[config.mk]
export PLATFORM = sky130hd
export DESIGN_NAME = srfp_cmd_fifo
export DESIGN_NICKNAME = d
export VERILOG_FILES = /design/src/hdl/srfp_pkg.sv /design/src/hdl/srfp_cmd_fifo.sv
export SDC_FILE = /design/constraint.sdc
export NUM_CORES = 1
export LEC_CHECK = 0
export CAP_MARGIN = 10
export CELL_PAD_IN_SITES_DETAIL_PLACEMENT = 0
export CELL_PAD_IN_SITES_GLOBAL_PLACEMENT = 1
export CORE_UTILIZATION = 36
export DETAILED_ROUTE_END_ITERATION = 16
export DONT_BUFFER_PORTS = 1
export PLACE_DENSITY_LB_ADDON = 0.2
export SLEW_MARGIN = 20
export SYNTH_ARGS = -nofsm -noshare
export SYNTH_HDL_FRONTEND = slang
export SYNTH_SLANG_ARGS = --single-unit
[constraint.sdc]
create_clock -name clk -period 3 [get_ports clk]
set_clock_uncertainty 0.15 [all_clocks]
set_input_delay 0.45 -clock clk [delete_from_list [all_inputs] [get_ports clk]]
set_output_delay 0.45 -clock clk [all_outputs]
set_load 0.05 [all_outputs]
[src/hdl/srfp_pkg.sv]
// ---------------------------------------------------------------------------
// srfp_pkg
// Shared types and constants of the sample ring frame packer.
// ---------------------------------------------------------------------------
package srfp_pkg;

	// input function codes
	localparam logic [1:0] FUNC_PUSH    = 2'd0;
	localparam logic [1:0] FUNC_XMIT    = 2'd1;
	localparam logic [1:0] FUNC_RESTART = 2'd2;
	localparam logic [1:0] FUNC_NONE    = 2'd3;

	// configuration register indexes
	localparam logic [1:0] CFG_FRAME_N = 2'd0;
	localparam logic [1:0] CFG_MAGIC   = 2'd1;
	localparam logic [1:0] CFG_VERSION = 2'd2;

	// full scale of the sawtooth test value
	localparam int RAMP_TOP = 4095;

	// largest frame size that a transmit honors
	localparam int MAX_PER_FRAME = 16;

	// lead flag bit positions
	localparam int LEAD_P_BIT = 0;
	localparam int LEAD_M_BIT = 1;

	// configuration register set
	typedef struct packed {
		logic [4:0] frame_n;
		logic [7:0] magic;
		logic [7:0] version;
	} cfg_t;

	// classified command passed from front to back
	typedef struct packed {
		logic [1:0]  func;
		logic [15:0] sample;
		logic [1:0]  leads;
		logic [11:0] ramp;
	} cmd_t;

	// one timepoint as held in the ring
	typedef struct packed {
		logic [1:0]  leads;
		logic [11:0] ramp;
		logic [15:0] sample;
	} tp_t;

	// one result item
	typedef struct packed {
		logic        is_header;
		logic        last;
		logic [7:0]  magic_byte;
		logic [7:0]  version_byte;
		logic [15:0] sequence_res;
		logic [4:0]  count;
		logic [1:0]  lead_flags;
		logic [15:0] channel0;
		logic [11:0] channel1;
	} res_t;

endpackage

[src/hdl/srfp_cmd_fifo.sv]
// ---------------------------------------------------------------------------
// srfp_cmd_fifo
// Two-entry command queue between the front and the back.
// ---------------------------------------------------------------------------
module srfp_cmd_fifo (
	input  logic          clk,
	input  logic          arst_n,
	input  logic          wr_en,
	input  srfp_pkg::cmd_t wr_cmd,
	output logic          full,
	input  logic          rd_en,
	output srfp_pkg::cmd_t rd_cmd,
	output logic          empty
);
	import srfp_pkg::*;

	cmd_t       slot_q [2];
	logic       wr_ptr_q;
	logic       rd_ptr_q;
	logic [1:0] cnt_q;
	logic       do_wr;
	logic       do_rd;

	assign full   = (cnt_q == 2'd2);
	assign empty  = (cnt_q == 2'd0);
	assign do_wr  = wr_en && !full;
	assign do_rd  = rd_en && !empty;
	assign rd_cmd = slot_q[rd_ptr_q];

	// pointers and fill count
	always_ff @(posedge clk or negedge arst_n) begin
		if (!arst_n) begin
			wr_ptr_q <= 1'b0;
			rd_ptr_q <= 1'b0;
			cnt_q    <= 2'd0;
		end else begin
			if (do_wr) wr_ptr_q <= ~wr_ptr_q;
			if (do_rd) rd_ptr_q <= ~rd_ptr_q;
			if (do_wr && !do_rd) cnt_q <= cnt_q + 2'd1;
			else if (do_rd && !do_wr) cnt_q <= cnt_q - 2'd1;
		end
	end

	// entry storage
	always_ff @(posedge clk) begin
		if (do_wr) slot_q[wr_ptr_q] <= wr_cmd;
	end

endmodule

==> results of run 1 <==
-- logic make-up after synthesis --
kind of cell,Yosys count,share of synthesized area
AOI/OAI and AO/OA,1,0.001881
and+or+nand+nor,6,0.01035
DFF,68,0.7605
adders and majority gates,1,0.004705
muxes,32,0.1765
xor gates and xnor gates,5,0.01647
buffers and inverters,6,0.02965
-- worst max-delay path: cells and delay by family (launching register included) --
kind	cells	cell delay (ns)
flip-flops	1	0.80
buffers and inverters	1	0.24
multiplexers	1	0.40
-- layout by cell type (no fill, tap or decap) --
cell           count
clkbuf_1           1
clkbuf_8           9
nor2_1             2
xor2_1             2
and3_2             1
dfrtp_1            3
nand2_1            1
xnor2_1            3
clkinv_2           1
buf_12             1
dlygate4sd3_1      1
dfrtp_2            1
o21ai_1            1
inv_1              2
ha_1               1
clkinv_1           2
buf_4              1
nor2_4             1
mux2_4            29
bufinv_16          1
edfxtp_1          64
mux2_2             3
nand2b_1           1
-- metal layers --
metal | track usage | wire length [microns] | vias to the layer above
li1 | - | - | 472
met1 | 0.1135 | 1493 | 519
met2 | 0.1903 | 2126 | 45
met3 | 0.05844 | 426 | 8
met4 | 0.07601 | 81 | 0
met5 | 0 | 0 | -
-- area by class of cell --
type / count / area (sq um)
flip-flops and latches: 68 / 2023
multi-input cells: 45 / 566.8
well taps: 96 / 120.1
fillers: 635 / 4056
clock buffers: 10 / 127.6
repair buffers: 3 / 37.54
inverters: 2 / 7.507
clock inverters: 4 / 42.54
-- cell usage after synthesis (all sizes together) --
master / n / area (sq um)
buf: 4 / 71.32
xnor2: 3 / 26.28
nand2b: 1 / 6.260
nor2: 3 / 11.26
edfxtp: 64 / 1922
dfrtp: 4 / 100.1
inv: 2 / 7.510
xor2: 2 / 17.52
mux2: 32 / 469.2
nand2: 1 / 3.750
and3: 1 / 6.260
ha: 1 / 12.51
o21ai: 1 / 5.000
-- sequential cells by signal, indices dropped and copies added (netlist names) --
register / count
wr_ptr_q: 1
rd_ptr_q: 1
slot_q: 64
cnt_q: 2
-- metrics by stage --
| step | setup WS (ns) | cell area [sq um] | utilization |
|---|---|---|---|
| finish | 0.6284 | 2925 | 0.4190 |
| global route | 0.5415 | 2925 | 0.4190 |
| CTS | 0.5912 | 2925 | 0.4190 |
| detailed placement | 0.9529 | 2745 | 0.3932 |
| global placement | 0.9756 | 2745 | 0.3932 |
| floorplan | 0.4253 | 2659 | - |
-- worst max-delay path by stage --
stage | slack [ns] | endpoint | from | cells past startpoint
floorplan | 0.43 | slot_q[0][0] | cnt_q[0] | 3
global placement | 0.98 | rd_cmd[5] | rd_ptr_q | 2
detailed placement | 0.95 | rd_cmd[3] | rd_ptr_q | 2
CTS | 0.59 | rd_cmd[3] | rd_ptr_q | 2
global route | 0.54 | rd_cmd[3] | rd_ptr_q | 2
finish | 0.63 | rd_cmd[3] | rd_ptr_q | 2
==> summary.md, run 1 <==
| Metric | Value |
|---|---|
| Max Cap Viol | 0 |
| DIE AREA | between 7000 and 8000 sq um |
| Drt first pass iters | 4 |
| Worst-margin pin slew | approximately 0.88 ns |
| Worst R2R Setup Slack | ~1.1 ns |
| Detail Route Antenna Nets | 0 |
| H-tree depth | 3 |
| WHS | a little under 0.07 ns |
| Final setup fails | 0 |
| GRT Total Usage | 0.1151 |
| Worst-skew pair later-pin latency | 0.32 ns |
| Core footprint | about 7000 sq um |
| Area Overhead vs Synth | 10.02% |
| Finished Layout Cells | about 230 |
| Hold depth | 0 |
| Total congestion overflow | 0 |
| Final setup TNS | 0 ns |
| Placed cell count | ~210 |
| Hold Path Sink | slot_q[0][20] |
| Layout cell share with drive strength beyond 1 | 0.3636 |
| Clock Tree Root | clkbuf_8 |
| N_diodes | 0 |
| Worst Reg-to-Reg Cells | 2 |
| Crit Reg-Reg Startpoint | cnt_q[0] |
| Clock Tree Buf Depth | 2 |
| Hold Fails Final Rpt | 0 |
| Synthesized cell area | 2659 sq um |
| Max Fclk | between 0.4 and 0.5 GHz |
| Layout Nets | between 150 and 200 |
| Avg Inst Size Synth | roughly 22 sq um |
| Syn nets | around 160 |
| Fin crit share | 0.7905 |
| Rel. slew slack | 0.4117 |
| Hold path start | wr_cmd[20] |
| RSZ-0062 raised after global routing | false |
| Pin count of the biggest net entering global routing | 33 |
| Routed WL | about 4.1 mm |
| Worst Path Arrival | 1.77 ns |
| TritonCTS buffer count | 9 |
| DRC violations left | 0 |
| CTS tree | built |
| Fin crit period | 2.372 ns |
| CP peak stage delay | around 0.8 ns |
| Drt first-iter violations | 93 |
| First-pass GRT wire length | ~6.1 mm |
| R2R Path End | slot_q[1][10] |
| Hold WC Path Type | primary input to flop |
| Slew Limit Fails | 0 |
| Worst endpoint required time | approximately 2.4 ns |
| Vias in the first global route | ~1200 |
| CTS resizes | 0 |
| Post-Synthesis Cells | between 100 and 150 |
| Number of synthesized register bits | 68 |
| Cts hold-fix bufs | 1 |
| Chip Height | just under 90 microns |
| Nature of the critical path endpoint | output pin |
| Post-CTS setup buffers | 0 |
| Final RePlAce weighted congestion | ~0.69 |
| Status | completed |
| Total number of vias | ~1000 |
| Die W | between 80 and 90 microns |
| Vias/cell | approximately 4.6 |
| Initial Util | 0.3808 |
| Clock-pin slew on the worst setup and hold paths | ~0.070 ns |
| IO Count | 70 |
| Worst path cell trace | buf_12 -> mux2_4 |
| IO buf count | 0 |
| Detail Placement HPWL | between 2 and 3 mm |
| Crit-path slowest cell | dfrtp_2 |
| Synth unique cells | 15 |
| Crit-path max FO | 21 |
| Startpoint types | flop |
| Initial antenna violation count | 0 |
| WL/cell | between 15 and 20 microns |
| Setup CP Type | flop to output pin |
| Rows | 30 |
| CTS Sinks | 68 |
| Post-synthesis sequential area ratio | 0.7605 |
| Synth Warn # | 0 |
Power of run 1 is not shown: default switching activity piles up to over one toggle a cycle in this logic, so the estimate is an artifact.
==> run 2, diff against run 1 <==
--- a/config.mk
+++ b/config.mk
@@ -5,6 +5,7 @@
 export SDC_FILE = /design/constraint.sdc
 export NUM_CORES = 1
 export LEC_CHECK = 0
+export ABC_AREA = 1
 export CAP_MARGIN = 10
 export CELL_PAD_IN_SITES_DETAIL_PLACEMENT = 0
 export CELL_PAD_IN_SITES_GLOBAL_PLACEMENT = 1
==> constraint.sdc (replaced) <==
create_clock -name clk -period 2.1 [get_ports clk]
set_clock_uncertainty 0.15 [all_clocks]
set_input_delay 0.315 -clock clk [delete_from_list [all_inputs] [get_ports clk]]
set_output_delay 0.315 -clock clk [all_outputs]
set_load 0.05 [all_outputs]
==> run 2 against run 1 <==
Count of clock-buffer cells in the layout is the same. Register-to-register slack got worse by 1.0 ns. Area after synthesis down 3.8%. Global-route usage grew 3.2 points. Die area decreased by 3.7%.
==> summary.md, run 2 <==
| Metric | Value |
|---|---|
| Status | completed |
| Leakage | roughly 1.6 nW |
| Total congestion overflow | 0 |
| DIE AREA | 7449 sq um |
| Rows | 30 |
| Worst-margin pin slew | around 1 ns |
| CP peak stage delay | 0.79 ns |
| Worst-skew pair later-pin latency | 0.32 ns |
| Synth area leader | edfxtp_1 |
| Synth unique cells | 15 |
| Startpoint types | flop |
| Clock Tree Buf Depth | 2 |
| Hold WC Path Type | primary input to flop |
| GRT Total Usage | 0.1466 |
| Crit-path slowest cell | o21ai_0 |
| Max Cap Viol | 0 |
| Synth Warn # | 0 |
| Placed cell count | 326 |
| Family with the most delay on the worst path | compound AO/OA/AOI/OAI gates |
| IO Count | 70 |
| Pin count of the biggest net entering global routing | 34 |
| Post-synth EDFFs | 64 |
| Synthesized cell area | between 2000 and 3000 sq um |
| Setup ws final | roughly 0.082 ns |
| Post-synthesis sequential area ratio | 0.7902 |
| Post-Synthesis Cells | 199 |
| Synth cell count leaders | nand2_1 (105), edfxtp_1 (64), inv_1 (7) |
| Area Overhead vs Synth | 49.73% |
| WL/cell | between 10 and 15 microns |
| Worst ir drop on vdd | 0.0009075 V |
| Chip Height | between 80 and 90 microns |
| Vias in the first global route | 1684 |
| Post-layout power | between 0.006 and 0.007 W |
| Worst Path Arrival | 1.87 ns |
| Fin crit period | just over 2 ns |
| Nature of the critical path endpoint | flop |
| Detail Placement HPWL | ~3 mm |
| CTS Sinks | 68 |
| Syn nets | ~240 |
| RSZ-0062 raised after global routing | false |
| Setup CP Type | flop to flop |
| Die W | between 80 and 90 microns |
| Avg Inst Size Synth | 12.86 sq um |
| Number of flip-flops in the largest register | 64 |
| Grt met3 use | 0.03905 |
| Largest regs | slot_q (64), cnt_q (2) |
| Drt first-iter violations | 70 |
| Drt first pass iters | 4 |
| H-tree depth | 3 |
| Synth area leaders | edfxtp_1 (75%), nand2_1 (15%), dfrtp_1 (3.9%) |
| Crit-path max FO | 16 |
| Initial antenna violation count | 0 |
| FF/Latch Area | just over 2000 sq um |
| Register bank with the most flops | slot_q |
| Gr busiest metal | met2 |
| Slew Limit Fails | 0 |
| Final setup fails | 0 |
| Most used DFF post-synth | edfxtp_1 |
| Layout cell share with drive strength beyond 1 | 0.1893 |
| N_diodes | 0 |
| Total number of vias | between 1500 and 2000 |
| Number of synthesized register bits | between 60 and 70 |
| DRC violations left | 0 |
| Routed WL | 4.962 mm |
| Clock Tree Root | clkbuf_8 |
| IO buf count | 0 |
| CP Buf/Inv Count | 1 |
| Fillcell total | approximately 570 |
| Vias/cell | 4.332 |
| DP Worst Slack | ~0.024 ns |
| Footprint of the multi-input gates | roughly 480 sq um |
| Most common cell after layout, fill and taps aside | nand2_1 |
| Most common cell in the synthesized netlist | nand2_1 |
| Top-area cell type share of the netlist area | 0.7511 |
| First-pass GRT wire length | around 8.0 mm |
| CTS tree | built |
| Worst endpoint required time | about 2 ns |
| Rel. slew slack | 0.3274 |
| Layout Nets | between 300 and 400 |
| TritonCTS buffer count | 9 |
| Final setup TNS | 0 ns |
| Clock-pin slew on the worst setup and hold paths | approximately 0.060 ns |
| Worst path cell trace | inv_1 -> o21ai_0 -> nor2_4 |
| Detail Route Antenna Nets | 0 |
| Initial Util | 0.3745 |
| Core footprint | ~7000 sq um |
| Met2 usage | 0.2569 |
| Final RePlAce weighted congestion | between 0.6 and 0.7 |
| Max Fclk | approximately 0.5 GHz |
| Most frequent cells in the layout | nand2_1 (105), edfxtp_1 (64), dlygate4sd3_1 (34) |
| Post-synth ARST share | 0.05882 |
| Pwr Density | between 1500 and 2000 nW/um^2 |
| Finished Layout Cells | 376 |
| Fin crit share | 0.9609 |
| Global Route met1 Usage | 0.1637 |
| Hold Fails Final Rpt | 0 |
[run 2: changes by cell type after synthesis, moves of 3 or more]
cell     delta
mux2_2      -3
buf_12      -3
buf_4       +3
inv_1       +5
buf_2       +4
nand2_1   +104
mux2_4     -29
[run 2: final timing paths]
kind / slack (ns) / depth (start not counted) / endpoint / start
max: 0.08 / 3 / slot_q[1][18] / cnt_q[1]
min: 0.09 / 4 / wr_ptr_q / wr_en
max reg2reg: 0.08 / 3 / slot_q[1][18] / cnt_q[1]
min reg2reg: 0.34 / 2 / wr_ptr_q / wr_ptr_q
max in group asynchronous: 1.49 / 1 / rd_ptr_q / arst_n
min in group asynchronous: 0.12 / 1 / cnt_q[0] / arst_n
[run 2: worst reg2reg max path: cells and delay by family, from the launching register on]
kind / cells / cell delay (ns)
AOI/OAI and AO/OA: 1 / 0.79
DFF: 1 / 0.39
and+or+nand+nor: 1 / 0.26
buffers and inverters: 1 / 0.10
[run 2: cell families after synthesis]
group / share of synthesized area
xor+xnor: 0.003424
buf+inv: 0.02836
simple gates: 0.1692
fa+ha+maj: 0.004889
compound gates: 0.003912
flops: 0.7902
[run 2: stage by stage]
| step | hold WS (ns) | cell area [sq um] | util |
|---|---|---|---|
| 6_report | 0.08646 | 3831 | 0.5608 |
| 5_1_grt | 0.08748 | 3831 | 0.5608 |
| 4_1_cts | 0.07199 | 3820 | 0.5592 |
| 3_5_place_dp | -0.1305 | 3329 | 0.4874 |
| 3_3_place_gp | -0.1305 | 3329 | 0.4874 |
| 2_1_floorplan | -0.1306 | 2561 | - |
[run 2: timing repair]
| item | CTS | global route |
|---|---|---|
| setup endpoints to repair | 1 | 32 |
| setup buffers | 0 | 0 |
| hold buffers | 34 | 0 |
| endpoints found under the hold margin | 69 | 0 |
| gates resized for setup | 1 | 1 |
| cloned | 0 | 1 |
[run 2: metal layers]
metal,wire [microns],vias up
met5,0,-
met4,100,0
met3,233,10
met2,2661,46
met1,1965,757
li1,-,816
[run 2: cell type report]
type | count | share of cell area
Sequential cell | 68 | 0.5278
Timing Repair Buffer | 72 | 0.2678
Multi-Input combinational cell | 117 | 0.1261
Clock buffer | 10 | 0.03331
Tap cell | 96 | 0.03135
Inverter | 8 | 0.008491
Clock inverter | 5 | 0.005225
[run 2: report_power, final]
part,switching [W],internal (W),leakage (nW)
Combinational,0.00221,0.00150,0.844
Sequential,0.0000850,0.00185,0.643
Clock,0.000416,0.000403,0.0761
Total,0.00271,0.00376,1.56
Note: power is estimated with default switching activity, not from simulation.
==> run 3, diff against run 2 <==
--- a/config.mk
+++ b/config.mk
@@ -12,7 +12,7 @@
 export CORE_UTILIZATION = 36
 export DETAILED_ROUTE_END_ITERATION = 16
 export DONT_BUFFER_PORTS = 1
-export PLACE_DENSITY_LB_ADDON = 0.2
+export PLACE_DENSITY = 0.65
 export SLEW_MARGIN = 20
 export SYNTH_ARGS = -nofsm -noshare
 export SYNTH_HDL_FRONTEND = slang
==> run 3 against run 2 <==
Sequential share of layout area grew 1.1 points. Via count shrank 0.61%. Fmax grew 4.3%. Die area is the same.
==> summary.md, run 3 (synthesis gave the netlist of run 2 again) <==
| Metric | Value |
|---|---|
| Setup CP Type | flop to output pin |
| Clock-pin slew on the worst setup and hold paths | about 0.060 ns |
| Worst-margin pin slew | roughly 0.46 ns |
| Pin count of the biggest net entering global routing | 34 |
| Worst endpoint required time | between 1.5 and 2 ns |
| Nature of the critical path endpoint | output pin |
| Layout Nets | 313 |
| Chip Height | 86.31 microns |
| Clock Tree Buf Depth | 2 |
| Max Cap Viol | 0 |
| DRC violations left | 0 |
| Leakage | roughly 1.5 nW |
| Detail Placement HPWL | 2.788 mm |
| Drt first pass iters | 4 |
| Drt first-iter violations | a little over 70 |
| Fin area | between 3000 and 4000 sq um |
| GRT Total Usage | 0.1350 |
| Fin crit share | 0.9213 |
| Status | completed |
| Vias/cell | ~4.3 |
| Die W | approximately 86 microns |
| Most common cell after layout, fill and taps aside | nand2_1 |
| IO buf count | 0 |
| Vias in the first global route | about 1600 |
| Hold WC Path Type | primary input to flop |
| WL/cell | 11.58 microns |
| Final setup TNS | 0 ns |
| Final setup fails | 0 |
| Hold Fails Final Rpt | 0 |
| TritonCTS buffer count | 9 |
| N_diodes | 0 |
| Number of flip-flops in the largest register | 64 |
| Footprint of the multi-input gates | ~470 sq um |
| Fin crit period | 1.935 ns |
| Post-layout power | 0.006248 W |
| Total number of vias | ~1600 |
| WHS | 0.06288 ns |
| Total congestion overflow | 0 |
| FF/Latch Area | about 2000 sq um |
| IO Count | 70 |
| Area Overhead vs Synth | 46.60% |
| Final RePlAce weighted congestion | 0.6556 |
| Fillcell total | around 600 |
| H-tree depth | 3 |
| Worst-skew pair later-pin latency | 0.33 ns |
| Dpl cell area | ~3300 sq um |
| Initial antenna violation count | 0 |
| Pwr Density | about 1700 nW/um^2 |
| Worst ir drop on vdd | about 0.00076 V |
| Core footprint | roughly 7000 sq um |
| Startpoint types | flop |
| CTS tree | built |
| Register bank with the most flops | slot_q |
| Max Fclk | approximately 0.52 GHz |
| Initial Util | 0.3745 |
| Layout cell share with drive strength beyond 1 | 0.1971 |
| Detail Route Antenna Nets | 0 |
| Slew Limit Fails | 0 |
| First-pass GRT wire length | about 7.3 mm |
| Rows | 30 |
| RSZ-0062 raised after global routing | false |
| Crit-path max FO | 33 |
| CTS Sinks | 68 |
| Finished Layout Cells | ~380 |
| Rel. slew slack | 0.6902 |
| DIE AREA | ~7400 sq um |
| Placed cell count | approximately 330 |
| Most frequent cells in the layout | nand2_1 (105), edfxtp_1 (64), dlygate4sd3_1 (34) |
| Clock Tree Root | clkbuf_8 |
| Worst Path Arrival | approximately 1.5 ns |
| Largest regs | slot_q (64), cnt_q (2) |
| Routed WL | roughly 4.3 mm |
-- run 3: worst max-delay path, cell delays in order, from the launching register on --
cell and delay (ns):
dfrtp_1 0.39, buf_4 0.36, nand2_1 0.09, nand2_1 0.14
buf_12 0.15
-- run 3: through the flow --
step / util / worst slack [ns]
after floorplan: - / 0.1020
after global placement: 0.4775 / 0.4115
after detailed placement: 0.4775 / 0.4027
after CTS: 0.5487 / 0.02009
after global routing: 0.5491 / 0.03098
final: 0.5491 / 0.1654
-- run 3: metal layers --
metal  track usage  up-vias  wire length (microns)
li1              -      812                      -
met1        0.1452      743                   1747
met2        0.2280       51                   2206
met3       0.04571       13                    268
met4       0.08636        0                    121
met5             0        -                      0
-- run 3: area by class of cell --
type | instances | share of cell area
inverters | 8 | 0.008672
flip-flops and latches | 68 | 0.5390
repair buffers | 73 | 0.2555
well taps | 96 | 0.03202
multi-input cells | 116 | 0.1258
clock inverters | 4 | 0.005003
clock buffers | 10 | 0.03402
-- run 3: worst paths after layout --
kind	start	to	slack (ns)	cells past startpoint
worst max-delay path	rd_ptr_q	rd_cmd[22]	0.17	4
worst min-delay path	rd_en	rd_ptr_q	0.06	3
worst max register to register	cnt_q[0]	slot_q[1][10]	0.54	3
worst min register to register	wr_ptr_q	wr_ptr_q	0.33	2
max in group asynchronous	arst_n	rd_ptr_q	1.52	1
min in group asynchronous	arst_n	cnt_q[0]	0.10	1
-- run 3: power breakdown --
part,leakage (nW),switching (W),internal (W)
clock network,0.0792,0.000426,0.000404
registers,0.643,0.0000930,0.00185
logic,0.821,0.00212,0.00135
total,1.54,0.00264,0.00361
-- run 3: timing repair --
action                                  4_1_cts  5_1_grt
setup buffers                                 0        0
gates resized for setup                       0        2
endpoints found under the setup margin        0       31
hold endpoints to repair                     69        0
hold buffers                                 34        0
